$ cat config.mk
export PLATFORM = sky130hd
export DESIGN_NAME = infix_to_postfix_converter
export DESIGN_NICKNAME = d
export VERILOG_FILES = /design/src/hdl/i2p_pkg.sv /design/src/hdl/infix_to_postfix_converter.sv /design/src/hdl/i2p_front.sv /design/src/hdl/i2p_queue.sv /design/src/hdl/i2p_back.sv
export SDC_FILE = /design/constraint.sdc
export NUM_CORES = 1
export LEC_CHECK = 0
export BUFFER_PORTS_ARGS = -buffer_cell sky130_fd_sc_hd__buf_2
export CORE_MARGIN = 1.5
export CORE_UTILIZATION = 55
export CTS_BUF_LIST = sky130_fd_sc_hd__clkbuf_16
export DETAILED_ROUTE_END_ITERATION = 8
export PLACE_DENSITY = 0.69
export SYNTH_ARGS = -nofsm -noshare
export SYNTH_HDL_FRONTEND = slang
export SYNTH_SLANG_ARGS = --single-unit
export TNS_END_PERCENT = 20
$ cat constraint.sdc
create_clock -name clk -period 3.3 [get_ports clk]
set_input_delay 0.66 -clock clk [delete_from_list [all_inputs] [get_ports clk]]
set_output_delay 0.66 -clock clk [all_outputs]
set_load 0.02 [all_outputs]
$ cat src/hdl/i2p_pkg.sv
package i2p_pkg;

	localparam logic [7:0] CH_OPEN  = 8'h28;
	localparam logic [7:0] CH_CLOSE = 8'h29;
	localparam logic [7:0] CH_MUL   = 8'h2A;
	localparam logic [7:0] CH_ADD   = 8'h2B;
	localparam logic [7:0] CH_SUB   = 8'h2D;
	localparam logic [7:0] CH_DIV   = 8'h2F;

	localparam logic [1:0] ERR_NONE     = 2'd0;
	localparam logic [1:0] ERR_OVERFLOW = 2'd1;
	localparam logic [1:0] ERR_CLOSE    = 2'd2;
	localparam logic [1:0] ERR_OPEN     = 2'd3;

	localparam logic [1:0] PREC_NONE = 2'd0;
	localparam logic [1:0] PREC_ADD  = 2'd1;
	localparam logic [1:0] PREC_MUL  = 2'd2;

	typedef enum logic [2:0] {
		K_NONE,
		K_OPND,
		K_OPEN,
		K_CLOSE,
		K_OPER
	} kind_t;

	typedef struct packed {
		kind_t       kind;
		logic [7:0]  ch;
		logic [1:0]  prec;
		logic        last;
	} tok_t;

	function automatic logic [1:0] prec_of(input logic [7:0] c);
		logic [1:0] p;
		p = PREC_NONE;
		if (c == CH_ADD || c == CH_SUB) begin
			p = PREC_ADD;
		end else if (c == CH_MUL || c == CH_DIV) begin
			p = PREC_MUL;
		end
		return p;
	endfunction

endpackage

$ cat src/hdl/infix_to_postfix_converter.sv
// Channel  Signals                                          Accepted when
// item     item_valid, item_stall, ch, last_char            item_valid && !item_stall
// result   result_valid, result_stall, out_char,            result_valid && !result_stall
//          char_valid, end_of_expr, error
//
// An operand passes through the front-end register, the two-entry queue and the result
// register of the back end; an ignored character is dropped by the front end unless it
// is the last one. An operator or a ')' is first classified; each operator popped then
// waits for the registered read of the stack memory, and the final compare or the pop of
// the matching '(' ends it. After the final character the stack is flushed entry by
// entry, and an end-marked transaction closes the expression.
// Reset is asynchronous and clears the stack count, error code and all valids;
// the stack memory itself is never cleared. A held result does not stop
// the front end, which keeps taking characters until its output register and the
// two-entry queue behind it are full.
module infix_to_postfix_converter #(
	parameter int STACK_DEPTH = 16
) (
	input  logic       clk,
	input  logic       arst_n,
	input  logic       item_valid,
	output logic       item_stall,
	input  logic [7:0] ch,
	input  logic       last_char,
	output logic       result_valid,
	input  logic       result_stall,
	output logic [7:0] out_char,
	output logic       char_valid,
	output logic       end_of_expr,
	output logic [1:0] error
);
	import i2p_pkg::*;

	logic fr_valid;
	logic q_full;
	tok_t fr_tok;
	logic q_valid;
	logic q_pop;
	tok_t q_tok;

	i2p_front u_front (
		.clk        (clk),
		.arst_n     (arst_n),
		.item_valid (item_valid),
		.item_stall (item_stall),
		.ch         (ch),
		.last_char  (last_char),
		.tok_valid  (fr_valid),
		.tok_full   (q_full),
		.tok        (fr_tok)
	);

	i2p_queue u_queue (
		.clk      (clk),
		.arst_n   (arst_n),
		.wr_valid (fr_valid),
		.full     (q_full),
		.wr_tok   (fr_tok),
		.rd_valid (q_valid),
		.rd_pop   (q_pop),
		.rd_tok   (q_tok)
	);

	i2p_back #(
		.STACK_DEPTH (STACK_DEPTH)
	) u_back (
		.clk          (clk),
		.arst_n       (arst_n),
		.tok_valid    (q_valid),
		.tok          (q_tok),
		.tok_pop      (q_pop),
		.result_valid (result_valid),
		.result_stall (result_stall),
		.out_char     (out_char),
		.char_valid   (char_valid),
		.end_of_expr  (end_of_expr),
		.error        (error)
	);

endmodule

$ cat src/hdl/i2p_front.sv
module i2p_front (
	input  logic          clk,
	input  logic          arst_n,
	input  logic          item_valid,
	output logic          item_stall,
	input  logic [7:0]    ch,
	input  logic          last_char,
	output logic          tok_valid,
	input  logic          tok_full,
	output i2p_pkg::tok_t tok
);
	import i2p_pkg::*;

	tok_t  cls;
	logic  keep;
	logic  accept;
	logic  v_s1;
	tok_t  tok_s1;

	always_comb begin
		cls.ch   = ch;
		cls.last = last_char;
		cls.prec = prec_of(ch);
		if ((ch >= 8'h30 && ch <= 8'h39) || (ch >= 8'h61 && ch <= 8'h7A) ||
				(ch >= 8'h41 && ch <= 8'h5A)) begin
			cls.kind = K_OPND;
		end else if (ch == CH_OPEN) begin
			cls.kind = K_OPEN;
		end else if (ch == CH_CLOSE) begin
			cls.kind = K_CLOSE;
		end else if (cls.prec != PREC_NONE) begin
			cls.kind = K_OPER;
		end else begin
			cls.kind = K_NONE;
		end
	end

	// Ignored characters are dropped here unless they close the expression.
	assign keep       = (cls.kind != K_NONE) || last_char;
	assign item_stall = v_s1 && tok_full;
	assign accept     = item_valid && !item_stall;

	always_ff @(posedge clk or negedge arst_n) begin
		if (!arst_n) begin
			v_s1 <= 1'b0;
		end else if (accept && keep) begin
			v_s1 <= 1'b1;
		end else if (!tok_full) begin
			v_s1 <= 1'b0;
		end
	end

	always_ff @(posedge clk) begin
		if (accept && keep) begin
			tok_s1 <= cls;
		end
	end

	assign tok_valid = v_s1;
	assign tok       = tok_s1;

endmodule

$ cat src/hdl/i2p_queue.sv
module i2p_queue (
	input  logic          clk,
	input  logic          arst_n,
	input  logic          wr_valid,
	output logic          full,
	input  i2p_pkg::tok_t wr_tok,
	output logic          rd_valid,
	input  logic          rd_pop,
	output i2p_pkg::tok_t rd_tok
);
	import i2p_pkg::*;

	tok_t       ent_q [2];
	logic       wr_ptr_q;
	logic       rd_ptr_q;
	logic [1:0] cnt_q;
	logic       push;
	logic       pop;

	assign full     = (cnt_q == 2'd2);
	assign rd_valid = (cnt_q != 2'd0);
	assign push     = wr_valid && !full;
	assign pop      = rd_pop && rd_valid;
	assign rd_tok   = ent_q[rd_ptr_q];

	always_ff @(posedge clk or negedge arst_n) begin
		if (!arst_n) begin
			wr_ptr_q <= 1'b0;
			rd_ptr_q <= 1'b0;
			cnt_q    <= 2'd0;
		end else begin
			if (push) begin
				wr_ptr_q <= !wr_ptr_q;
			end
			if (pop) begin
				rd_ptr_q <= !rd_ptr_q;
			end
			if (push && !pop) begin
				cnt_q <= cnt_q + 2'd1;
			end else if (pop && !push) begin
				cnt_q <= cnt_q - 2'd1;
			end
		end
	end

	always_ff @(posedge clk) begin
		if (push) begin
			ent_q[wr_ptr_q] <= wr_tok;
		end
	end

endmodule

$ cat src/hdl/i2p_back.sv
module i2p_back #(
	parameter int STACK_DEPTH = 16
) (
	input  logic          clk,
	input  logic          arst_n,
	input  logic          tok_valid,
	input  i2p_pkg::tok_t tok,
	output logic          tok_pop,
	output logic          result_valid,
	input  logic          result_stall,
	output logic [7:0]    out_char,
	output logic          char_valid,
	output logic          end_of_expr,
	output logic [1:0]    error
);
	import i2p_pkg::*;

	localparam int CW = $clog2(STACK_DEPTH + 1);
	localparam int AW = $clog2(STACK_DEPTH);

	localparam logic [1:0] ST_IDLE  = 2'd0;
	localparam logic [1:0] ST_CLOSE = 2'd1;
	localparam logic [1:0] ST_OPER  = 2'd2;
	localparam logic [1:0] ST_FLUSH = 2'd3;

	logic [7:0]    stk_mem [STACK_DEPTH];
	logic [7:0]    rd_q;
	logic          rd_ok_q;
	logic [CW-1:0] cnt_q;
	logic [1:0]    err_q;
	logic [1:0]    state_q;
	logic [1:0]    state_nxt;

	logic          pend_v_q;
	logic [7:0]    pend_char_q;
	logic [1:0]    pend_err_q;

	logic          res_v_q;
	logic [7:0]    res_char_q;
	logic          res_cv_q;
	logic          res_end_q;
	logic [1:0]    res_err_q;

	logic          out_free;
	logic          stk_empty;
	logic          stk_full;
	logic          top_open;
	logic          push_try;
	logic          push;
	logic          pop;
	logic          emit;
	logic [7:0]    emit_char;
	logic          fin;
	logic          done_main;
	logic          note;
	logic [1:0]    note_code;
	logic          res_load;
	logic [AW-1:0] top_idx;
	logic [AW-1:0] wr_idx;

	assign out_free  = !res_v_q || !result_stall;
	assign stk_empty = (cnt_q == '0);
	assign stk_full  = (cnt_q == CW'(STACK_DEPTH));
	assign top_open  = (rd_q == CH_OPEN);
	assign top_idx   = AW'(cnt_q - CW'(1));
	assign wr_idx    = cnt_q[AW-1:0];
	assign push      = push_try && !stk_full;

	always_comb begin
		state_nxt = state_q;
		push_try  = 1'b0;
		pop       = 1'b0;
		emit      = 1'b0;
		emit_char = rd_q;
		fin       = 1'b0;
		done_main = 1'b0;
		note      = 1'b0;
		note_code = ERR_NONE;
		unique case (state_q)
			ST_IDLE: begin
				if (tok_valid) begin
					unique case (tok.kind)
						K_OPND: begin
							if (out_free) begin
								emit      = 1'b1;
								emit_char = tok.ch;
								done_main = 1'b1;
							end
						end
						K_OPEN: begin
							push_try  = 1'b1;
							done_main = 1'b1;
						end
						K_CLOSE: state_nxt = ST_CLOSE;
						K_OPER:  state_nxt = ST_OPER;
						default: done_main = 1'b1;
					endcase
				end
			end
			ST_CLOSE: begin
				if (stk_empty) begin
					note      = 1'b1;
					note_code = ERR_CLOSE;
					done_main = 1'b1;
				end else if (rd_ok_q) begin
					if (top_open) begin
						pop       = 1'b1;
						done_main = 1'b1;
					end else if (out_free) begin
						emit = 1'b1;
						pop  = 1'b1;
					end
				end
			end
			ST_OPER: begin
				if (stk_empty) begin
					push_try  = 1'b1;
					done_main = 1'b1;
				end else if (rd_ok_q) begin
					if (top_open || prec_of(rd_q) < tok.prec) begin
						push_try  = 1'b1;
						done_main = 1'b1;
					end else if (out_free) begin
						emit = 1'b1;
						pop  = 1'b1;
					end
				end
			end
			ST_FLUSH: begin
				if (stk_empty) begin
					if (out_free) begin
						fin       = 1'b1;
						state_nxt = ST_IDLE;
					end
				end else if (rd_ok_q) begin
					if (top_open) begin
						pop       = 1'b1;
						note      = 1'b1;
						note_code = ERR_OPEN;
					end else if (out_free) begin
						emit = 1'b1;
						pop  = 1'b1;
					end
				end
			end
			default: state_nxt = ST_IDLE;
		endcase
		if (push_try && stk_full) begin
			note      = 1'b1;
			note_code = ERR_OVERFLOW;
		end
		if (done_main) begin
			state_nxt = tok.last ? ST_FLUSH : ST_IDLE;
		end
	end

	// A transaction leaves the queue once its whole expression step is finished.
	assign tok_pop  = fin || (done_main && !tok.last);
	assign res_load = fin || (emit && (!tok.last || pend_v_q));

	always_ff @(posedge clk or negedge arst_n) begin
		if (!arst_n) begin
			state_q  <= ST_IDLE;
			cnt_q    <= '0;
			err_q    <= ERR_NONE;
			rd_ok_q  <= 1'b0;
			pend_v_q <= 1'b0;
			res_v_q  <= 1'b0;
		end else begin
			state_q <= state_nxt;
			rd_ok_q <= !(push || pop);
			if (push) begin
				cnt_q <= cnt_q + CW'(1);
			end else if (pop) begin
				cnt_q <= cnt_q - CW'(1);
			end
			if (fin) begin
				err_q <= ERR_NONE;
			end else if (note && err_q == ERR_NONE) begin
				err_q <= note_code;
			end
			if (fin) begin
				pend_v_q <= 1'b0;
			end else if (emit && tok.last) begin
				pend_v_q <= 1'b1;
			end
			if (res_load) begin
				res_v_q <= 1'b1;
			end else if (!result_stall) begin
				res_v_q <= 1'b0;
			end
		end
	end

	// In the last step each result is held back one place so that the final
	// one can still be given the end mark and the error code of the expression.
	always_ff @(posedge clk) begin
		if (emit && tok.last) begin
			pend_char_q <= emit_char;
			pend_err_q  <= err_q;
		end
		if (fin) begin
			res_char_q <= pend_v_q ? pend_char_q : 8'd0;
			res_cv_q   <= pend_v_q;
			res_end_q  <= 1'b1;
			res_err_q  <= err_q;
		end else if (res_load && tok.last) begin
			res_char_q <= pend_char_q;
			res_cv_q   <= 1'b1;
			res_end_q  <= 1'b0;
			res_err_q  <= pend_err_q;
		end else if (res_load) begin
			res_char_q <= emit_char;
			res_cv_q   <= 1'b1;
			res_end_q  <= 1'b0;
			res_err_q  <= err_q;
		end
	end

	always_ff @(posedge clk) begin
		if (push) begin
			stk_mem[wr_idx] <= tok.ch;
		end
		rd_q <= stk_mem[top_idx];
	end

	assign result_valid = res_v_q;
	assign out_char     = res_char_q;
	assign char_valid   = res_cv_q;
	assign end_of_expr  = res_end_q;
	assign error        = res_err_q;

	a_cnt_range: assert property (@(posedge clk) disable iff (!arst_n)
		cnt_q <= CW'(STACK_DEPTH))
		else $error("stack count beyond depth");

	a_pop_fresh: assert property (@(posedge clk) disable iff (!arst_n)
		pop |-> rd_ok_q && !stk_empty)
		else $error("pop with stale top of stack");

	a_idle_no_pend: assert property (@(posedge clk) disable iff (!arst_n)
		state_q == ST_IDLE |-> !pend_v_q)
		else $error("held result left over between expressions");

	a_bare_marker: assert property (@(posedge clk) disable iff (!arst_n)
		res_v_q && !res_cv_q |-> res_end_q && res_char_q == 8'd0)
		else $error("bare result that is not an end marker");

	a_fin_clears: assert property (@(posedge clk) disable iff (!arst_n)
		fin |=> err_q == ERR_NONE && stk_empty && res_v_q && res_end_q)
		else $error("expression end did not reset state");

endmodule
# Word-level counts from Yosys, hierarchy flattened
# Memories as Yosys holds them, arrays and structs flattened. A register that Yosys moved wholly into a read port is not among the register bits.
# Index checks and enable logic that the tools add are counted.
totals:
  regBits: 53
  latchBits: 0
  mem_bits_rw: 156
  romBits: 0
  input_bits: 13
  output_inout_bits: 14
  elab_cells: 204
  n_memories: 2
memory_table:
  columns: ["memory", "depth", "word_bits", "read_ports", "rd_ports_with_merged_regs", "write_ports", "line_no", "rtl"]
  rows:
  - ["u_back.stk_mem", 16, 8, 1, 1, 1, "i2p_back.sv:26", "logic [7:0] stk_mem [STACK_DEPTH];"]
  - ["u_queue.ent_q", 2, 14, 1, 0, 1, "i2p_queue.sv:13", "tok_t ent_q [2];"]
classes:
  addsub: 4
  mul: 0
  div_mod_pow: 0
  magnitude_cmp: 7
  n_eq_ne: 26
  shifts: 0
  n_mux: 88
  bitwise: 0
  n_reduce_logical: 57
ops:
  columns: ["operator", "n"]
  rows:
  - ["$eq 8x6->1 const B", 11]
  - ["$mux 8", 8]
  - ["$mux 2", 24]
  - ["$mux 1", 41]
  - ["$logic_and 1x1->1", 17]
  - ["$ge 8x7->1 const B", 2]
  - ["$le 8x7->1 const B", 2]
  - ["$reduce_bool 2->1", 7]
  - ["$logic_or 1x1->1", 13]
  - ["$mux 3", 4]
  - ["$pmux 2 s2", 3]
  - ["$logic_not 1->1", 11]
  - ["$mux 5", 2]
  - ["$reduce_bool 3->1", 3]
  - ["$ge 8x6->1 const B", 1]
  - ["$le 8x6->1 const B", 1]
  - ["$pmux 1 s2", 4]
  - ["$eq 2x2->1 const B", 3]
  - ["$eq 3x2->1 const B", 2]
  - ["$ne 3x1->1 const B", 2]
  - ["$pmux 1 s3", 2]
  - ["$add 5x1->5 const B", 1]
  - ["$eq 5x5->1 const B", 1]
  - ["$logic_not 5->1", 1]
  - ["other kinds (14)", 16]

# Longest topological paths before layout
# Gate-level depths: netlist (run 1).
depth:
  ltp_word: 19
  mapped_depth: 13

# By module
# From an unflattened synthesis (run 1), not the netlist that was laid out.
hier_totals:
  hier_cells: 506
  area_unflattened_um2: 8917.3
by_module_without_submodules:
  columns: ["module", "instances", "cells_each", "area_per_inst_um2", "seq_area_each_um2"]
  rows:
  - ["i2p_back", 1, 400, 7009.2, 4954.8]
  - ["i2p_queue", 1, 63, 1263.7, 940.9]
  - ["i2p_front", 1, 43, 644.4, 445.4]

# Least setup slack after synthesis (run 1)
# No wires, ideal clock.
synth_timing:
  kind: "register -> register"
  startpoint: "reg u_back.cnt_q[0]"
  endpoint: "reg u_back.res_cv_q (netlist: u_back.char_valid) (enable)"
  setup_time_ps: 345
  arrival_time_ps: 2430
  required_ps: 2955
  slack_ps: 525
  stages_incl_launch_ff: 11
  path_buffers: 2
  period_less_slack_ps: 2775
  cell_sequence: "dfrtp_1 -> buf_2 -> buf_2 -> inv_1 -> ha_1 -> or4b_4 -> nand3_2 -> o31a_2 -> o21ai_4 -> o21ai_0 -> nand2_1"
synth_between:
  elab_chain_len: 7
  word_cells_on_any_way: 10
  cone_classes: "mux: 5; reduce/logical: 5"
synth_lines:
  columns: ["element", "line_no", "rtl"]
  rows:
  - ["from (decl)", "i2p_back.sv:29", "logic [CW-1:0] cnt_q;"]
  - ["from (signal assigned)", "i2p_back.sv:173", "cnt_q <= cnt_q + CW'(1);"]
  - ["from (signal assigned)", "i2p_back.sv:175", "cnt_q <= cnt_q - CW'(1);"]
  - ["$logic_not 5->1 (*)", "i2p_back.sv:62", "assign stk_empty = (cnt_q == '0);"]
  - ["$mux 1 (on tied branches)", "i2p_back.sv:101, i2p_back.sv:116", null]
  - ["$pmux 1 s3", "i2p_back.sv:79", "unique case (state_q)"]
  - ["$logic_and 1x1->1", "i2p_back.sv:159", "assign res_load = fin || (emit && (!tok.last || pend_v_q));"]
  - ["$logic_or 1x1->1", "i2p_back.sv:159", null]
  - ["$logic_and 1x1->1", "i2p_back.sv:207", "end else if (res_load && tok.last) begin"]
  - ["$reduce_bool 3->1 (no line) (*)", null, null]
  - ["to (signal assigned)", "i2p_back.sv:204", "res_cv_q <= pend_v_q;"]
  - ["to (decl)", "i2p_back.sv:40", "logic res_cv_q;"]
# Mark *: on every way between the ends. The rest lies on a longest branch, timed or not.
# A chain may end at the register's enable or synchronous reset.

# Final worst setup path (run 1)
layout_timing:
  startpoint: "reg u_back.cnt_q[1]"
  endpoint: "mem u_back.stk_mem[14][5] (enable)"
layout_between:
  elab_chain_len: 6
  word_cells_on_any_way: 8
  cone_classes: "eq/ne: 1; mux: 4; reduce/logical: 3"
layout_lines:
  columns: ["element", "line_no", "rtl"]
  rows:
  - ["$logic_not 5->1", "i2p_back.sv:62", null]
  - ["$mux 1", "i2p_back.sv:116", "if (stk_empty) begin"]
  - ["$pmux 1 s2", "i2p_back.sv:79", null]
  - ["$logic_and 1x1->1", "i2p_back.sv:67", "assign push = push_try && !stk_full;"]
  - ["$mux 1", "i2p_back.sv:221", "if (push) begin"]
  - ["$mux 1 (not written as such)", "i2p_back.sv:222", "stk_mem[wr_idx] <= tok.ch;"]
  - ["to (decl)", "i2p_back.sv:26", null]
# Several ways; a longest one is shown, not always the timed one.

==> flow_summary.html, run 1 <==
<table>
<tr><th>Metric</th><th>Value</th></tr>
<tr><th colspan="2">STA</th></tr>
<tr><td>Tightest Pin Transition</td><td>a little under 700 ps</td></tr>
<tr><td>Unrepaired setup endpoints after global routing</td><td>no</td></tr>
<tr><td>Finish-stage setup viols</td><td>0</td></tr>
<tr><td>Final period util</td><td>between 80 and 90%</td></tr>
<tr><td>Number of hold-slack violations in the final timing report</td><td>0</td></tr>
<tr><td>Worst hold-check slack</td><td>~97 ps</td></tr>
<tr><td>Summed negative setup slack over all endpoints</td><td>0 ps</td></tr>
<tr><td>Slew headroom</td><td>54.5%</td></tr>
<tr><td>Final max-slew violation count</td><td>0</td></tr>
<tr><td>Final worst clock skew</td><td>~12 ps</td></tr>
<tr><td>Tmin final</td><td>between 2000 and 3000 ps</td></tr>
<tr><td>Achievable clock frequency</td><td>between 300 and 400 MHz</td></tr>
<tr><th colspan="2">Global route</th></tr>
<tr><td>GR Layer Usage met3</td><td>under 10%</td></tr>
<tr><td>Highest-utilization routing layer at the global route stage</td><td>met2</td></tr>
<tr><td>Number of global-route vias before repair</td><td>between 4000 and 5000</td></tr>
<tr><td>Largest net degree at the start of global routing</td><td>38</td></tr>
<tr><td>Initial antenna violation count</td><td>0</td></tr>
<tr><td>Met1 usage</td><td>between 20% and 30%</td></tr>
<tr><td>M2 GR Usage</td><td>between 30 and 40%</td></tr>
<tr><td>Wire length of the first global-routing pass</td><td>27000 microns</td></tr>
<tr><td>Global route overflow</td><td>0</td></tr>
<tr><td>Overall fraction of global-route tracks in use</td><td>20.6%</td></tr>
<tr><th colspan="2">Clock tree</th></tr>
<tr><td>Maximum buffer depth of the clock tree</td><td>3</td></tr>
<tr><td>Clock transition at the registers of the reported paths</td><td>roughly 60 ps</td></tr>
<tr><td>Number of hold buffers added after cts</td><td>0</td></tr>
<tr><td>Post-CTS resize count</td><td>0</td></tr>
<tr><td>Number of buffers added by the clock tree synthesis step</td><td>22</td></tr>
<tr><td>Post-CTS setup buffer count</td><td>0</td></tr>
<tr><td>Number of clock sinks</td><td>217</td></tr>
<tr><td># H-tree levels</td><td>1</td></tr>
<tr><td>TritonCTS clock tree</td><td>yes</td></tr>
<tr><td>Root buf cell</td><td>sky130_fd_sc_hd__clkbuf_16</td></tr>
<tr><td>Clk Latency, worst-skew pair</td><td>500 ps</td></tr>
<tr><th colspan="2">Critical path</th></tr>
<tr><td>Delay of the slowest cell on the worst path</td><td>roughly 500 ps</td></tr>
<tr><td>Critical path cell sequence</td><td>inv_1 -&gt; ha_1 -&gt; nor4b_4 -&gt; o21ai_0 -&gt; nand2_1 -&gt; o21a_1 -&gt; and3_1</td></tr>
<tr><td>Number of cells traversed by the worst register-to-register path</td><td>7</td></tr>
<tr><td>Library cell contributing the largest single delay on the critical path</td><td>sky130_fd_sc_hd__and3_1</td></tr>
<tr><td>Kind of start point of the critical path</td><td>register</td></tr>
<tr><td>CP max FO</td><td>13</td></tr>
<tr><td>Capturing element type of the critical path</td><td>register</td></tr>
<tr><td>CP Class</td><td>reg2reg</td></tr>
<tr><td>Worst endpoint data arrival time</td><td>around 3000 ps</td></tr>
<tr><td>Crit path required time</td><td>between 3000 and 4000 ps</td></tr>
<tr><th colspan="2">Power</th></tr>
<tr><td>Overall power of the completed layout</td><td>around 9900 uW</td></tr>
<tr><td>Power per standard cell area</td><td>between 900 and 1000 mW/mm^2</td></tr>
<tr><td>Leak</td><td>about 0.0036 uW</td></tr>
<tr><td>Maximum resistive drop on vdd</td><td>~0.5 mV</td></tr>
<tr><th colspan="2">Yosys</th></tr>
<tr><td>EDFF count, synth</td><td>roughly 190</td></tr>
<tr><td>Commonest register cell after synthesis</td><td>sky130_fd_sc_hd__edfxtp_1</td></tr>
<tr><td>Synth cell types</td><td>73</td></tr>
<tr><td>Number of instances in the synthesized netlist</td><td>about 500</td></tr>
<tr><td>Largest area contributor in the synthesized netlist</td><td>sky130_fd_sc_hd__edfxtp_1</td></tr>
<tr><td>Largest cells by area after synthesis</td><td>sky130_fd_sc_hd__edfxtp_1 63%, sky130_fd_sc_hd__mux4_2 8.9%, sky130_fd_sc_hd__dfrtp_1 4.7%</td></tr>
<tr><td>Fraction of registers with async set/reset</td><td>just under 8%</td></tr>
<tr><td>Area share of the largest cell type after synthesis</td><td>63.0%</td></tr>
<tr><td>Yosys reg bits</td><td>~220</td></tr>
<tr><td>Synthesized net count</td><td>slightly above 500</td></tr>
<tr><td>Post-synthesis average cell area</td><td>~19 sq um</td></tr>
<tr><td>Register area share after synthesis</td><td>about 70%</td></tr>
<tr><td>Total standard cell area after synthesis</td><td>0.00911 sq mm</td></tr>
<tr><td>Yosys warns</td><td>0</td></tr>
<tr><th colspan="2">Floorplanning</th></tr>
<tr><td>Total number of placement rows</td><td>46</td></tr>
<tr><td>IO Pins</td><td>27</td></tr>
<tr><td>Effective utilization at floorplan</td><td>a little under three fifths</td></tr>
<tr><td>Vert. Die Dim</td><td>~130 microns</td></tr>
<tr><td>Floorplan core area</td><td>0.0160 sq mm</td></tr>
<tr><td>X dimension of the die</td><td>132 microns</td></tr>
<tr><td>Die Footprint</td><td>approximately 0.017 sq mm</td></tr>
<tr><th colspan="2">Detailed routing</th></tr>
<tr><td>Count of vias placed by the detailed router</td><td>about 4600</td></tr>
<tr><td>Average wire per cell in the routed design</td><td>roughly 23 microns</td></tr>
<tr><td>Residual DRC count</td><td>0</td></tr>
<tr><td>Via/cell ratio</td><td>6.06</td></tr>
<tr><td>Detailed Route WL</td><td>roughly 17000 microns</td></tr>
<tr><td>Drt first-iter violations</td><td>~370</td></tr>
<tr><td>First-pass iteration count of the detailed router</td><td>5</td></tr>
<tr><td>Post-route ant nets</td><td>0</td></tr>
<tr><th colspan="2">Layout</th></tr>
<tr><td>Antenna diode count</td><td>0</td></tr>
<tr><td>Most common cell after layout, fill and taps aside</td><td>sky130_fd_sc_hd__edfxtp_1</td></tr>
<tr><td>Share of cells above drive strength 1</td><td>roughly a quarter</td></tr>
<tr><td>Area Growth Syn to Fin</td><td>11.9%</td></tr>
<tr><td>Non-Filler Instances</td><td>roughly 770</td></tr>
<tr><td>Most frequent cells in the layout</td><td>191 x sky130_fd_sc_hd__edfxtp_1, 36 x sky130_fd_sc_hd__mux4_2, 26 x sky130_fd_sc_hd__buf_2</td></tr>
<tr><td>Total number of nets in the final design</td><td>560</td></tr>
<tr><th colspan="2">Placement</th></tr>
<tr><td>Post-detailed-placement half-perimeter wirelength</td><td>around 12000 microns</td></tr>
<tr><td>Number of I/O port buffers</td><td>26</td></tr>
<tr><td>Gp weighted congestion</td><td>~0.86</td></tr>
<tr><td>Placed cell count</td><td>726</td></tr>
<tr><th colspan="2">Run status</th></tr>
<tr><td>Outcome</td><td>complete, no violations</td></tr>
<tr><th colspan="2">Job</th></tr>
<tr><td>Max capacitance violation total</td><td>0</td></tr>
<tr><th colspan="2">Hold path</th></tr>
<tr><td>Class of the worst hold path</td><td>in2async</td></tr>
</table>
-- worst paths after layout --
check	startpoint	to	slack, ps
max in group asynchronous	arst_n	u_back.cnt_q[0]	2880
worst max-delay path	u_back.cnt_q[1]	u_back.stk_mem[14][5]	410
worst max register to register	u_back.cnt_q[1]	u_back.stk_mem[14][5]	410
worst min-delay path	arst_n	u_back.result_valid	100
min in group clk	last_char	u_front.tok[0]	370
worst min register to register	u_front.tok[4]	u_queue.ent_q[0][4]	440
-- cell families after synthesis --
logic type / synth area share, %
XOR/XNOR: 1.44
AND/OR/NAND/NOR: 6.73
multiplexers: 13.0
flip-flops: 69.6
buffers and inverters: 1.50
adder cells (fa/ha/maj): 1.79
AO/OA/AOI/OAI: 5.95
-- worst max-delay path: cells and delay by family (launching register included) --
kind | cells | cell delay [ps]
and+or+nand+nor | 3 | 1040
AOI/OAI and AO/OA | 2 | 600
DFF | 1 | 430
adders and majority gates | 1 | 340
buffers and inverters | 1 | 130
-- metrics by stage --
step	util, %	setup WS, ps	instance area (sq um)
2_1_floorplan	-	525	9110
3_3_place_gp	59.3	559	9490
3_5_place_dp	59.3	457	9490
4_1_cts	63.7	429	10200
5_1_grt	63.7	233	10200
6_report	63.7	415	10200
-- cell usage after synthesis, drive strengths merged (5+ instances only) --
cell     instances
mux2i            5
xnor2           10
buf             10
mux2            19
o21a             6
nor2            13
clkbuf           7
dfrtp           17
inv             11
a21oi            6
mux4            40
o2bb2ai          8
nand2           24
xor2             5
edfxtp         191
dfxtp            9
and3            19
ha              13
o21ai            7
-- flip-flops by register name (all words and copies together) (netlist names), 2 cells and up --
| name | cells |
|---|---|
| u_back.error | 2 |
| u_back.cnt_q | 5 |
| u_queue.ent_q | 28 |
| u_back.pend_char_q | 8 |
| u_back.err_q | 2 |
| u_back.out_char | 8 |
| u_back.pend_err_q | 2 |
| u_queue.cnt_q | 2 |
| u_back.state_q | 2 |
| u_front.tok | 14 |
| u_back.stk_mem | 128 |
| u_back.rd_q | 8 |
-- per-layer routing --
metal	vias to the layer above	share of wire, %
met3	34	5.6
met4	0	2.5
met1	2376	44
met5	-	0
li1	2067	-
met2	161	48
-- power by group --
group / internal, uW / leakage (uW) / switching [uW]
clock: 1410 / 0.000361 / 980
combinational: 1530 / 0.00122 / 1970
sequential: 3730 / 0.00200 / 290
total: 6670 / 0.00358 / 3240
-- area by class of cell --
cell class | instances | area, sq um
Clock inverter | 16 | 125
Multi-Input combinational cell | 247 | 2630
Sequential cell | 217 | 6340
Tap cell | 216 | 270
Fill cell | 1117 | 5810
Clock buffer | 23 | 576
Timing Repair Buffer | 35 | 210
Inverter | 11 | 41.3
Note: power is estimated with default switching activity, not from simulation.
==> inputs of run 2 (changes only) <==
--- a/config.mk
+++ b/config.mk
@@ -5,6 +5,7 @@
 export SDC_FILE = /design/constraint.sdc
 export NUM_CORES = 1
 export LEC_CHECK = 0
+export ABC_AREA = 1
 export BUFFER_PORTS_ARGS = -buffer_cell sky130_fd_sc_hd__buf_2
 export CORE_MARGIN = 1.5
 export CORE_UTILIZATION = 55
==> run 2 against run 1 <==
Flip-flop and latch count stayed put. Synthesized cell count is 67% higher. Critical path depth up 4. Cell count grew 44%. Clock skew is 3.6 ps lower. Highest routed layer unchanged.
==> flow_summary.html, run 2 <==
<table>
<tr><th>Metric</th><th>Value</th></tr>
<tr><th colspan="2">Run status</th></tr>
<tr><td>Outcome</td><td>complete, no violations</td></tr>
<tr><th colspan="2">Yosys</th></tr>
<tr><td>Multiplexer share of the synthesized area</td><td>roughly 1.1%</td></tr>
<tr><td>Yosys reg bits</td><td>217</td></tr>
<tr><td>Simple-gate area share of the yosys netlist</td><td>~16%</td></tr>
<tr><td>Largest area contributor in the synthesized netlist</td><td>sky130_fd_sc_hd__edfxtp_1</td></tr>
<tr><td>Area share of the largest cell type after synthesis</td><td>about three fifths</td></tr>
<tr><td>Most repeated cell in the gate-level netlist after synthesis</td><td>sky130_fd_sc_hd__edfxtp_1</td></tr>
<tr><td>Synth cell types</td><td>43</td></tr>
<tr><td>Synthesized net count</td><td>~850</td></tr>
<tr><td>Yosys warns</td><td>0</td></tr>
<tr><td>Register area share after synthesis</td><td>roughly 67%</td></tr>
<tr><td>Number of instances in the synthesized netlist</td><td>slightly above 800</td></tr>
<tr><td>Synth Area in Adders</td><td>approximately 1.7%</td></tr>
<tr><td>Xor-xnor portion of the synthesized cell area</td><td>0.832%</td></tr>
<tr><td>Commonest register cell after synthesis</td><td>sky130_fd_sc_hd__edfxtp_1</td></tr>
<tr><td>EDFF count, synth</td><td>191</td></tr>
<tr><td>Post-synthesis average cell area</td><td>between 10 and 15 sq um</td></tr>
<tr><td>Total standard cell area after synthesis</td><td>roughly 0.0095 sq mm</td></tr>
<tr><td>Largest cells by area after synthesis</td><td>sky130_fd_sc_hd__edfxtp_1 61%, sky130_fd_sc_hd__nand2_1 5.7%, sky130_fd_sc_hd__nor2_1 5.0%</td></tr>
<tr><td>Complex-gate fraction of the synthesized area</td><td>8.53%</td></tr>
<tr><td>Most common library cells after synthesis</td><td>191 x sky130_fd_sc_hd__edfxtp_1, 144 x sky130_fd_sc_hd__nand2_1, 125 x sky130_fd_sc_hd__nor2_1</td></tr>
<tr><td>Fraction of registers with async set/reset</td><td>under 10%</td></tr>
<tr><td>Combinational family with the most area after synthesis</td><td>simple AND/OR/NAND/NOR gates</td></tr>
<tr><th colspan="2">Critical path</th></tr>
<tr><td>Setup crit end</td><td>u_back.stk_mem[7][2]</td></tr>
<tr><td>Worst endpoint data arrival time</td><td>about 3000 ps</td></tr>
<tr><td>Bufs and invs on worst path</td><td>1</td></tr>
<tr><td>Capturing element type of the critical path</td><td>register</td></tr>
<tr><td>Cell class contributing the biggest share of worst-path delay</td><td>simple AND/OR/NAND/NOR gates</td></tr>
<tr><td>CP max FO</td><td>14</td></tr>
<tr><td>Startpoint of the lowest-slack register-to-register path</td><td>u_queue.rd_ptr_q</td></tr>
<tr><td>Cell occurring most often along the worst timing path</td><td>sky130_fd_sc_hd__nand2_2</td></tr>
<tr><td>Worst reg2reg setup slack</td><td>between 400 and 500 ps</td></tr>
<tr><td>Number of cells traversed by the worst register-to-register path</td><td>11</td></tr>
<tr><td>Library cell contributing the largest single delay on the critical path</td><td>sky130_fd_sc_hd__dfrtp_1</td></tr>
<tr><td>CP Class</td><td>reg2reg</td></tr>
<tr><td>Crit path required time</td><td>about 3400 ps</td></tr>
<tr><td>Worst Setup SP</td><td>u_queue.rd_ptr_q</td></tr>
<tr><td>Depth of the critical timing path with buffers and inverters included</td><td>11</td></tr>
<tr><td>End of the worst register-to-register path</td><td>u_back.stk_mem[7][2]</td></tr>
<tr><td>Critical path cell sequence</td><td>mux2i_1 -&gt; ha_1 -&gt; nand2_1 -&gt; nand3_1 -&gt; nand2_2 -&gt; nand2_2 -&gt; o21ai_4 -&gt; nand2_4 -&gt; inv_8 -&gt; nand2_2 -&gt; nor2_1</td></tr>
<tr><td>Kind of start point of the critical path</td><td>register</td></tr>
<tr><td>Delay of the slowest cell on the worst path</td><td>about 660 ps</td></tr>
<tr><th colspan="2">Global route</th></tr>
<tr><td>Overall fraction of global-route tracks in use</td><td>about 22%</td></tr>
<tr><td>Initial antenna violation count</td><td>0</td></tr>
<tr><td>Wire length of the first global-routing pass</td><td>30900 microns</td></tr>
<tr><td>Global route overflow</td><td>0</td></tr>
<tr><td>Largest net degree at the start of global routing</td><td>just under 70</td></tr>
<tr><td>Number of global-route vias before repair</td><td>approximately 5900</td></tr>
<tr><th colspan="2">Floorplanning</th></tr>
<tr><td>Effective utilization at floorplan</td><td>56.7%</td></tr>
<tr><td>Floorplan core area</td><td>0.0167 sq mm</td></tr>
<tr><td>IO Pins</td><td>27</td></tr>
<tr><td>Die Footprint</td><td>0.0180 sq mm</td></tr>
<tr><td>Vert. Die Dim</td><td>approximately 130 microns</td></tr>
<tr><td>Total number of placement rows</td><td>47</td></tr>
<tr><td>X dimension of the die</td><td>about 130 microns</td></tr>
<tr><th colspan="2">Power</th></tr>
<tr><td>Sequential cell fraction of total power</td><td>around 37%</td></tr>
<tr><td>Maximum resistive drop on vdd</td><td>about 0.6 mV</td></tr>
<tr><td>Internal portion of total power</td><td>6720 uW</td></tr>
<tr><td>Overall power of the completed layout</td><td>approximately 11000 uW</td></tr>
<tr><td>Leak</td><td>roughly 0.0042 uW</td></tr>
<tr><td>Clock network fraction of design power</td><td>between 20% and 30%</td></tr>
<tr><td>Power spent charging and discharging nets</td><td>~4400 uW</td></tr>
<tr><td>Switching part of the total power</td><td>around two fifths</td></tr>
<tr><td>Power per standard cell area</td><td>about 1000 mW/mm^2</td></tr>
<tr><td>Logic pwr share</td><td>40.4%</td></tr>
<tr><th colspan="2">STA</th></tr>
<tr><td>Number of hold-slack violations in the final timing report</td><td>0</td></tr>
<tr><td>Tmin final</td><td>2870 ps</td></tr>
<tr><td>Summed negative setup slack over all endpoints</td><td>0 ps</td></tr>
<tr><td>Final max-slew violation count</td><td>0</td></tr>
<tr><td>Final worst clock skew</td><td>between 8 and 9 ps</td></tr>
<tr><td>Unrepaired setup endpoints after global routing</td><td>no</td></tr>
<tr><td>Final period util</td><td>between 80% and 90%</td></tr>
<tr><td>Achievable clock frequency</td><td>approximately 350 MHz</td></tr>
<tr><td>Tightest Pin Transition</td><td>~730 ps</td></tr>
<tr><td>Finish-stage setup viols</td><td>0</td></tr>
<tr><td>Slew headroom</td><td>roughly half</td></tr>
<tr><th colspan="2">Clock tree</th></tr>
<tr><td>Root buf cell</td><td>sky130_fd_sc_hd__clkbuf_16</td></tr>
<tr><td>Maximum buffer depth of the clock tree</td><td>3</td></tr>
<tr><td>Clock transition at the registers of the reported paths</td><td>about 60 ps</td></tr>
<tr><td>Post-CTS resize count</td><td>0</td></tr>
<tr><td>Number of buffers added by the clock tree synthesis step</td><td>22</td></tr>
<tr><td># H-tree levels</td><td>1</td></tr>
<tr><td>Number of clock sinks</td><td>217</td></tr>
<tr><td>Clk Latency, worst-skew pair</td><td>approximately 500 ps</td></tr>
<tr><td>TritonCTS clock tree</td><td>yes</td></tr>
<tr><td>Post-CTS setup buffer count</td><td>0</td></tr>
<tr><td>Number of hold buffers added after cts</td><td>0</td></tr>
<tr><th colspan="2">Detailed routing</th></tr>
<tr><td>Detailed Route WL</td><td>19600 microns</td></tr>
<tr><td>Drt first-iter violations</td><td>502</td></tr>
<tr><td>Residual DRC count</td><td>0</td></tr>
<tr><td>First-pass iteration count of the detailed router</td><td>5</td></tr>
<tr><td>Count of vias placed by the detailed router</td><td>6167</td></tr>
<tr><td>Average wire per cell in the routed design</td><td>~18 microns</td></tr>
<tr><td>Post-route ant nets</td><td>0</td></tr>
<tr><td>Via/cell ratio</td><td>approximately 5.6</td></tr>
<tr><th colspan="2">Layout</th></tr>
<tr><td>Register containing the most flip-flops in the final layout</td><td>u_back.stk_mem</td></tr>
<tr><td>Most common cell after layout, fill and taps aside</td><td>sky130_fd_sc_hd__edfxtp_1</td></tr>
<tr><td>Filler cell count in the final layout</td><td>approximately 1300</td></tr>
<tr><td>Share of cells above drive strength 1</td><td>between 10% and 20%</td></tr>
<tr><td>Area Growth Syn to Fin</td><td>12.7%</td></tr>
<tr><td>Total number of nets in the final design</td><td>893</td></tr>
<tr><td>Antenna diode count</td><td>0</td></tr>
<tr><td>Max reg flops</td><td>about 130</td></tr>
<tr><td>Most frequent cells in the layout</td><td>191 x sky130_fd_sc_hd__edfxtp_1, 144 x sky130_fd_sc_hd__nand2_1, 125 x sky130_fd_sc_hd__nor2_1</td></tr>
<tr><td>Footprint of the multi-input gates</td><td>around 0.0027 sq mm</td></tr>
<tr><td>Sequential cell area in the final layout</td><td>~0.0063 sq mm</td></tr>
<tr><th colspan="2">Placement</th></tr>
<tr><td>Number of I/O port buffers</td><td>26</td></tr>
<tr><td>Post-detailed-placement half-perimeter wirelength</td><td>~13000 microns</td></tr>
<tr><td>Gp weighted congestion</td><td>approximately 0.9</td></tr>
<tr><th colspan="2">Job</th></tr>
<tr><td>Max capacitance violation total</td><td>0</td></tr>
<tr><th colspan="2">Hold path</th></tr>
<tr><td>Class of the worst hold path</td><td>in2async</td></tr>
</table>
## run 2: final cells by class
type	count	share of cell area [%]
Sequential cell	217	59.4
Clock buffer	23	5.39
Tap cell	220	2.58
Multi-Input combinational cell	493	25.0
Clock inverter	16	1.58
Inverter	79	2.89
Timing Repair Buffer	54	3.19
## run 2: worst min-delay path by stage
stage                    start              endpoint  slack, ps  cells past startpoint
6_report                arst_n       u_back.err_q[1]         90                      1
3_5_place_dp   u_front.tok[13]  u_queue.ent_q[1][13]        440                      0
4_1_cts                 arst_n   u_back.result_valid         90                      1
2_1_floorplan           arst_n       u_back.cnt_q[0]        360                      0
3_3_place_gp    u_front.tok[3]   u_queue.ent_q[0][3]        430                      0
5_1_grt                 arst_n       u_back.err_q[0]        110                      1
## run 2: metrics by stage
step / hold slack (ps) / worst slack, ps / util [%] / cell area (sq um) / cells
3_5_place_dp: 436 / 453 / 59.5 / 9930 / 1063
3_3_place_gp: 429 / 546 / 59.5 / 9930 / 1063
2_1_floorplan: 364 / 403 / - / 9470 / 821
5_1_grt: 111 / 211 / 63.9 / 10700 / 1102
6_report: 91.2 / 428 / 63.9 / 10700 / 1102
4_1_cts: 89.7 / 431 / 63.9 / 10700 / 1102
## run 2: cell families (layout without fill, tap and decap cells)
group                    count (synthesis)  count (layout)
AND/OR/NAND/NOR                        339             339
flip-flops                             217             217
AO/OA/AOI/OAI                          122             122
buffers and inverters                  111             172
adder cells (fa/ha/maj)                 13              13
multiplexers                            10              10
XOR/XNOR                                 9               9
## run 2: per-layer routing
layer	share of wire [%]	routed length, microns	vias up	track usage, %
li1	-	-	2938	-
met1	44	8540	2955	31.7
met2	48	9360	238	35.8
met3	6.5	1270	36	3.48
met4	2.2	439	0	6.63
met5	0	0	-	0
## run 2: worst reg2reg max path, stage by stage (launching register included)
cell	delay [ps]
sky130_fd_sc_hd__dfrtp_1	660
sky130_fd_sc_hd__mux2i_1	320
sky130_fd_sc_hd__ha_1	270
sky130_fd_sc_hd__nand2_1	80
sky130_fd_sc_hd__nand3_1	80
sky130_fd_sc_hd__nand2_2	70
sky130_fd_sc_hd__nand2_2	70
sky130_fd_sc_hd__o21ai_4	90
sky130_fd_sc_hd__nand2_4	140
sky130_fd_sc_hd__inv_8	110
sky130_fd_sc_hd__nand2_2	70
sky130_fd_sc_hd__nor2_1	540
## run 2: power by group through the flow
stage / clock, uW / combinational, uW / sequential [uW]
5_1_grt: 2690 / 4940 / 4130
3_3_place_gp: 0 / 4390 / 4110
2_1_floorplan: 0 / 3120 / 4130
6_report: 2540 / 4480 / 4080
4_1_cts: 2580 / 4470 / 4080
3_5_place_dp: 0 / 4450 / 4130
==> inputs of run 3 (changes only) <==
==> constraint.sdc (replaced) <==
create_clock -name clk -period 3.55 [get_ports clk]
set_input_delay 0.71 -clock clk [delete_from_list [all_inputs] [get_ports clk]]
set_output_delay 0.71 -clock clk [all_outputs]
set_load 0.02 [all_outputs]
==> run 3 against run 2 <==
Worst setup slack gained 290 ps. Count of clock-buffer cells in the layout grew 2. Non-clock buffer count shrank 9.
==> flow_summary.html, run 3 (synthesis gave the netlist of run 2 again) <==
<table>
<tr><th>Metric</th><th>Value</th></tr>
<tr><th colspan="2">Placement</th></tr>
<tr><td>Gp weighted congestion</td><td>approximately 0.9</td></tr>
<tr><td>Post-detailed-placement half-perimeter wirelength</td><td>13000 microns</td></tr>
<tr><td>Number of I/O port buffers</td><td>26</td></tr>
<tr><th colspan="2">Detailed routing</th></tr>
<tr><td>Post-route ant nets</td><td>0</td></tr>
<tr><td>Drt first-iter violations</td><td>approximately 660</td></tr>
<tr><td>Average wire per cell in the routed design</td><td>roughly 18 microns</td></tr>
<tr><td>Via/cell ratio</td><td>about 5.6</td></tr>
<tr><td>Detailed Route WL</td><td>~20000 microns</td></tr>
<tr><td>Residual DRC count</td><td>0</td></tr>
<tr><td>Count of vias placed by the detailed router</td><td>~6100</td></tr>
<tr><td>First-pass iteration count of the detailed router</td><td>5</td></tr>
<tr><th colspan="2">Layout</th></tr>
<tr><td>Max reg flops</td><td>128</td></tr>
<tr><td>Area Growth Syn to Fin</td><td>12.4%</td></tr>
<tr><td>Most common cell after layout, fill and taps aside</td><td>sky130_fd_sc_hd__edfxtp_1</td></tr>
<tr><td>Sequential cell area in the final layout</td><td>~0.0063 sq mm</td></tr>
<tr><td>Filler cell count in the final layout</td><td>~1300</td></tr>
<tr><td>Total number of nets in the final design</td><td>~890</td></tr>
<tr><td>Share of cells above drive strength 1</td><td>between 10% and 20%</td></tr>
<tr><td>Most frequent cells in the layout</td><td>191 x sky130_fd_sc_hd__edfxtp_1, 144 x sky130_fd_sc_hd__nand2_1, 125 x sky130_fd_sc_hd__nor2_1</td></tr>
<tr><td>Antenna diode count</td><td>0</td></tr>
<tr><td>Footprint of the multi-input gates</td><td>about 0.0027 sq mm</td></tr>
<tr><td>Register containing the most flip-flops in the final layout</td><td>u_back.stk_mem</td></tr>
<tr><th colspan="2">Global route</th></tr>
<tr><td>Overall fraction of global-route tracks in use</td><td>approximately 23%</td></tr>
<tr><td>Initial antenna violation count</td><td>0</td></tr>
<tr><td>Wire length of the first global-routing pass</td><td>between 30000 and 40000 microns</td></tr>
<tr><td>Number of global-route vias before repair</td><td>5866</td></tr>
<tr><td>Global route overflow</td><td>0</td></tr>
<tr><td>Largest net degree at the start of global routing</td><td>between 60 and 70</td></tr>
<tr><th colspan="2">Clock tree</th></tr>
<tr><td># H-tree levels</td><td>1</td></tr>
<tr><td>Number of hold buffers added after cts</td><td>0</td></tr>
<tr><td>Number of buffers added by the clock tree synthesis step</td><td>24</td></tr>
<tr><td>TritonCTS clock tree</td><td>yes</td></tr>
<tr><td>Post-CTS resize count</td><td>0</td></tr>
<tr><td>Maximum buffer depth of the clock tree</td><td>3</td></tr>
<tr><td>Clock transition at the registers of the reported paths</td><td>approximately 60 ps</td></tr>
<tr><td>Post-CTS setup buffer count</td><td>0</td></tr>
<tr><td>Clk Latency, worst-skew pair</td><td>~510 ps</td></tr>
<tr><td>Root buf cell</td><td>sky130_fd_sc_hd__clkbuf_16</td></tr>
<tr><td>Number of clock sinks</td><td>217</td></tr>
<tr><th colspan="2">Power</th></tr>
<tr><td>Maximum resistive drop on vdd</td><td>~0.63 mV</td></tr>
<tr><td>Power per standard cell area</td><td>976 mW/mm^2</td></tr>
<tr><td>Leak</td><td>about 0.0042 uW</td></tr>
<tr><th colspan="2">Critical path</th></tr>
<tr><td>CP max FO</td><td>11</td></tr>
<tr><td>CP Class</td><td>reg2reg</td></tr>
<tr><td>Worst Setup SP</td><td>u_back.rd_q[2]</td></tr>
<tr><td>Startpoint of the lowest-slack register-to-register path</td><td>u_back.rd_q[2]</td></tr>
<tr><td>Crit path required time</td><td>about 3700 ps</td></tr>
<tr><td>Worst endpoint data arrival time</td><td>2970 ps</td></tr>
<tr><td>Kind of start point of the critical path</td><td>register</td></tr>
<tr><td>Worst reg2reg setup slack</td><td>710 ps</td></tr>
<tr><td>Capturing element type of the critical path</td><td>register</td></tr>
<tr><th colspan="2">Run status</th></tr>
<tr><td>Outcome</td><td>complete, no violations</td></tr>
<tr><th colspan="2">Floorplanning</th></tr>
<tr><td>Die Footprint</td><td>about 0.018 sq mm</td></tr>
<tr><td>IO Pins</td><td>27</td></tr>
<tr><td>Effective utilization at floorplan</td><td>a little under three fifths</td></tr>
<tr><td>Vert. Die Dim</td><td>approximately 130 microns</td></tr>
<tr><td>Total number of placement rows</td><td>47</td></tr>
<tr><td>X dimension of the die</td><td>roughly 130 microns</td></tr>
<tr><td>Floorplan core area</td><td>0.0167 sq mm</td></tr>
<tr><th colspan="2">STA</th></tr>
<tr><td>Achievable clock frequency</td><td>353 MHz</td></tr>
<tr><td>Final max-slew violation count</td><td>0</td></tr>
<tr><td>Tmin final</td><td>2840 ps</td></tr>
<tr><td>Summed negative setup slack over all endpoints</td><td>0 ps</td></tr>
<tr><td>Final period util</td><td>between 70 and 80%</td></tr>
<tr><td>Unrepaired setup endpoints after global routing</td><td>no</td></tr>
<tr><td>Worst hold-check slack</td><td>between 100 and 150 ps</td></tr>
<tr><td>Number of hold-slack violations in the final timing report</td><td>0</td></tr>
<tr><td>Final worst clock skew</td><td>approximately 11 ps</td></tr>
<tr><td>Slew headroom</td><td>between 40% and 50%</td></tr>
<tr><td>Finish-stage setup viols</td><td>0</td></tr>
<tr><td>Tightest Pin Transition</td><td>between 700 and 800 ps</td></tr>
<tr><th colspan="2">Hold path</th></tr>
<tr><td>Class of the worst hold path</td><td>in2async</td></tr>
<tr><th colspan="2">Job</th></tr>
<tr><td>Max capacitance violation total</td><td>0</td></tr>
</table>
==> run 3: worst paths after layout <==
| check | depth (start not counted) | endpoint |
|---|---|---|
| worst max-delay path | 16 | u_back.stk_mem[3][5] |
| worst min-delay path | 1 | u_back.pend_v_q |
| worst max register to register | 16 | u_back.stk_mem[3][5] |
| worst min register to register | 0 | u_queue.ent_q[0][12] |
| max in group asynchronous | 1 | u_back.cnt_q[0] |
| min in group clk | 1 | u_front.tok[0] |
==> run 3: report_power, final <==
group          internal, uW  switching (uW)  leakage [uW]
combinational          1230            2960       0.00178
clock                  1480             955      0.000404
sequential             3550             207       0.00202
==> run 3: metrics by stage <==
step	setup WS, ps	util (%)	cells	instance area (sq um)	total power, uW
after detailed placement	737	59.1	1054	9870	7990
after global placement	816	59.1	1054	9870	7910
final	713	63.7	1096	10600	10400
after floorplan	653	-	821	9470	6740
after global routing	492	63.7	1096	10600	11000
after CTS	723	63.7	1096	10600	10400
==> run 3: metal layers <==
layer  up-vias  wire, microns  part of all wire, %  GRT usage, %
met5         -              0                    0             0
met4         0            468                  2.4          6.87
met3        44           1170                  6.0          4.31
met2       205           9200                   47          36.1
met1      2912           8830                   45          32.3
li1       2925              -                    -             -
==> run 3: worst max-delay path, stage by stage, from the launching register on <==
cell and delay [ps]:
sky130_fd_sc_hd__dfxtp_1 340, sky130_fd_sc_hd__nand2_1 100, sky130_fd_sc_hd__inv_1 50, sky130_fd_sc_hd__nand2_1 60
sky130_fd_sc_hd__nand2_1 70, sky130_fd_sc_hd__nor4_1 170, sky130_fd_sc_hd__o21a_1 160, sky130_fd_sc_hd__ha_1 220
sky130_fd_sc_hd__nand2_1 80, sky130_fd_sc_hd__nand3_1 80, sky130_fd_sc_hd__nand2_2 70, sky130_fd_sc_hd__nand2_2 70
sky130_fd_sc_hd__o21ai_4 90, sky130_fd_sc_hd__nand2_4 140, sky130_fd_sc_hd__inv_8 110, sky130_fd_sc_hd__nand2_2 90
sky130_fd_sc_hd__nor2_1 580
==> run 3: area by class of cell <==
cell class / instances / share of cell area [%]
sequential: 217 / 59.6
multi-input combinational: 493 / 25.0
clock buffer: 25 / 5.88
inverter: 79 / 2.90
tap: 220 / 2.59
timing repair buffer: 45 / 2.56
clock inverter: 17 / 1.46
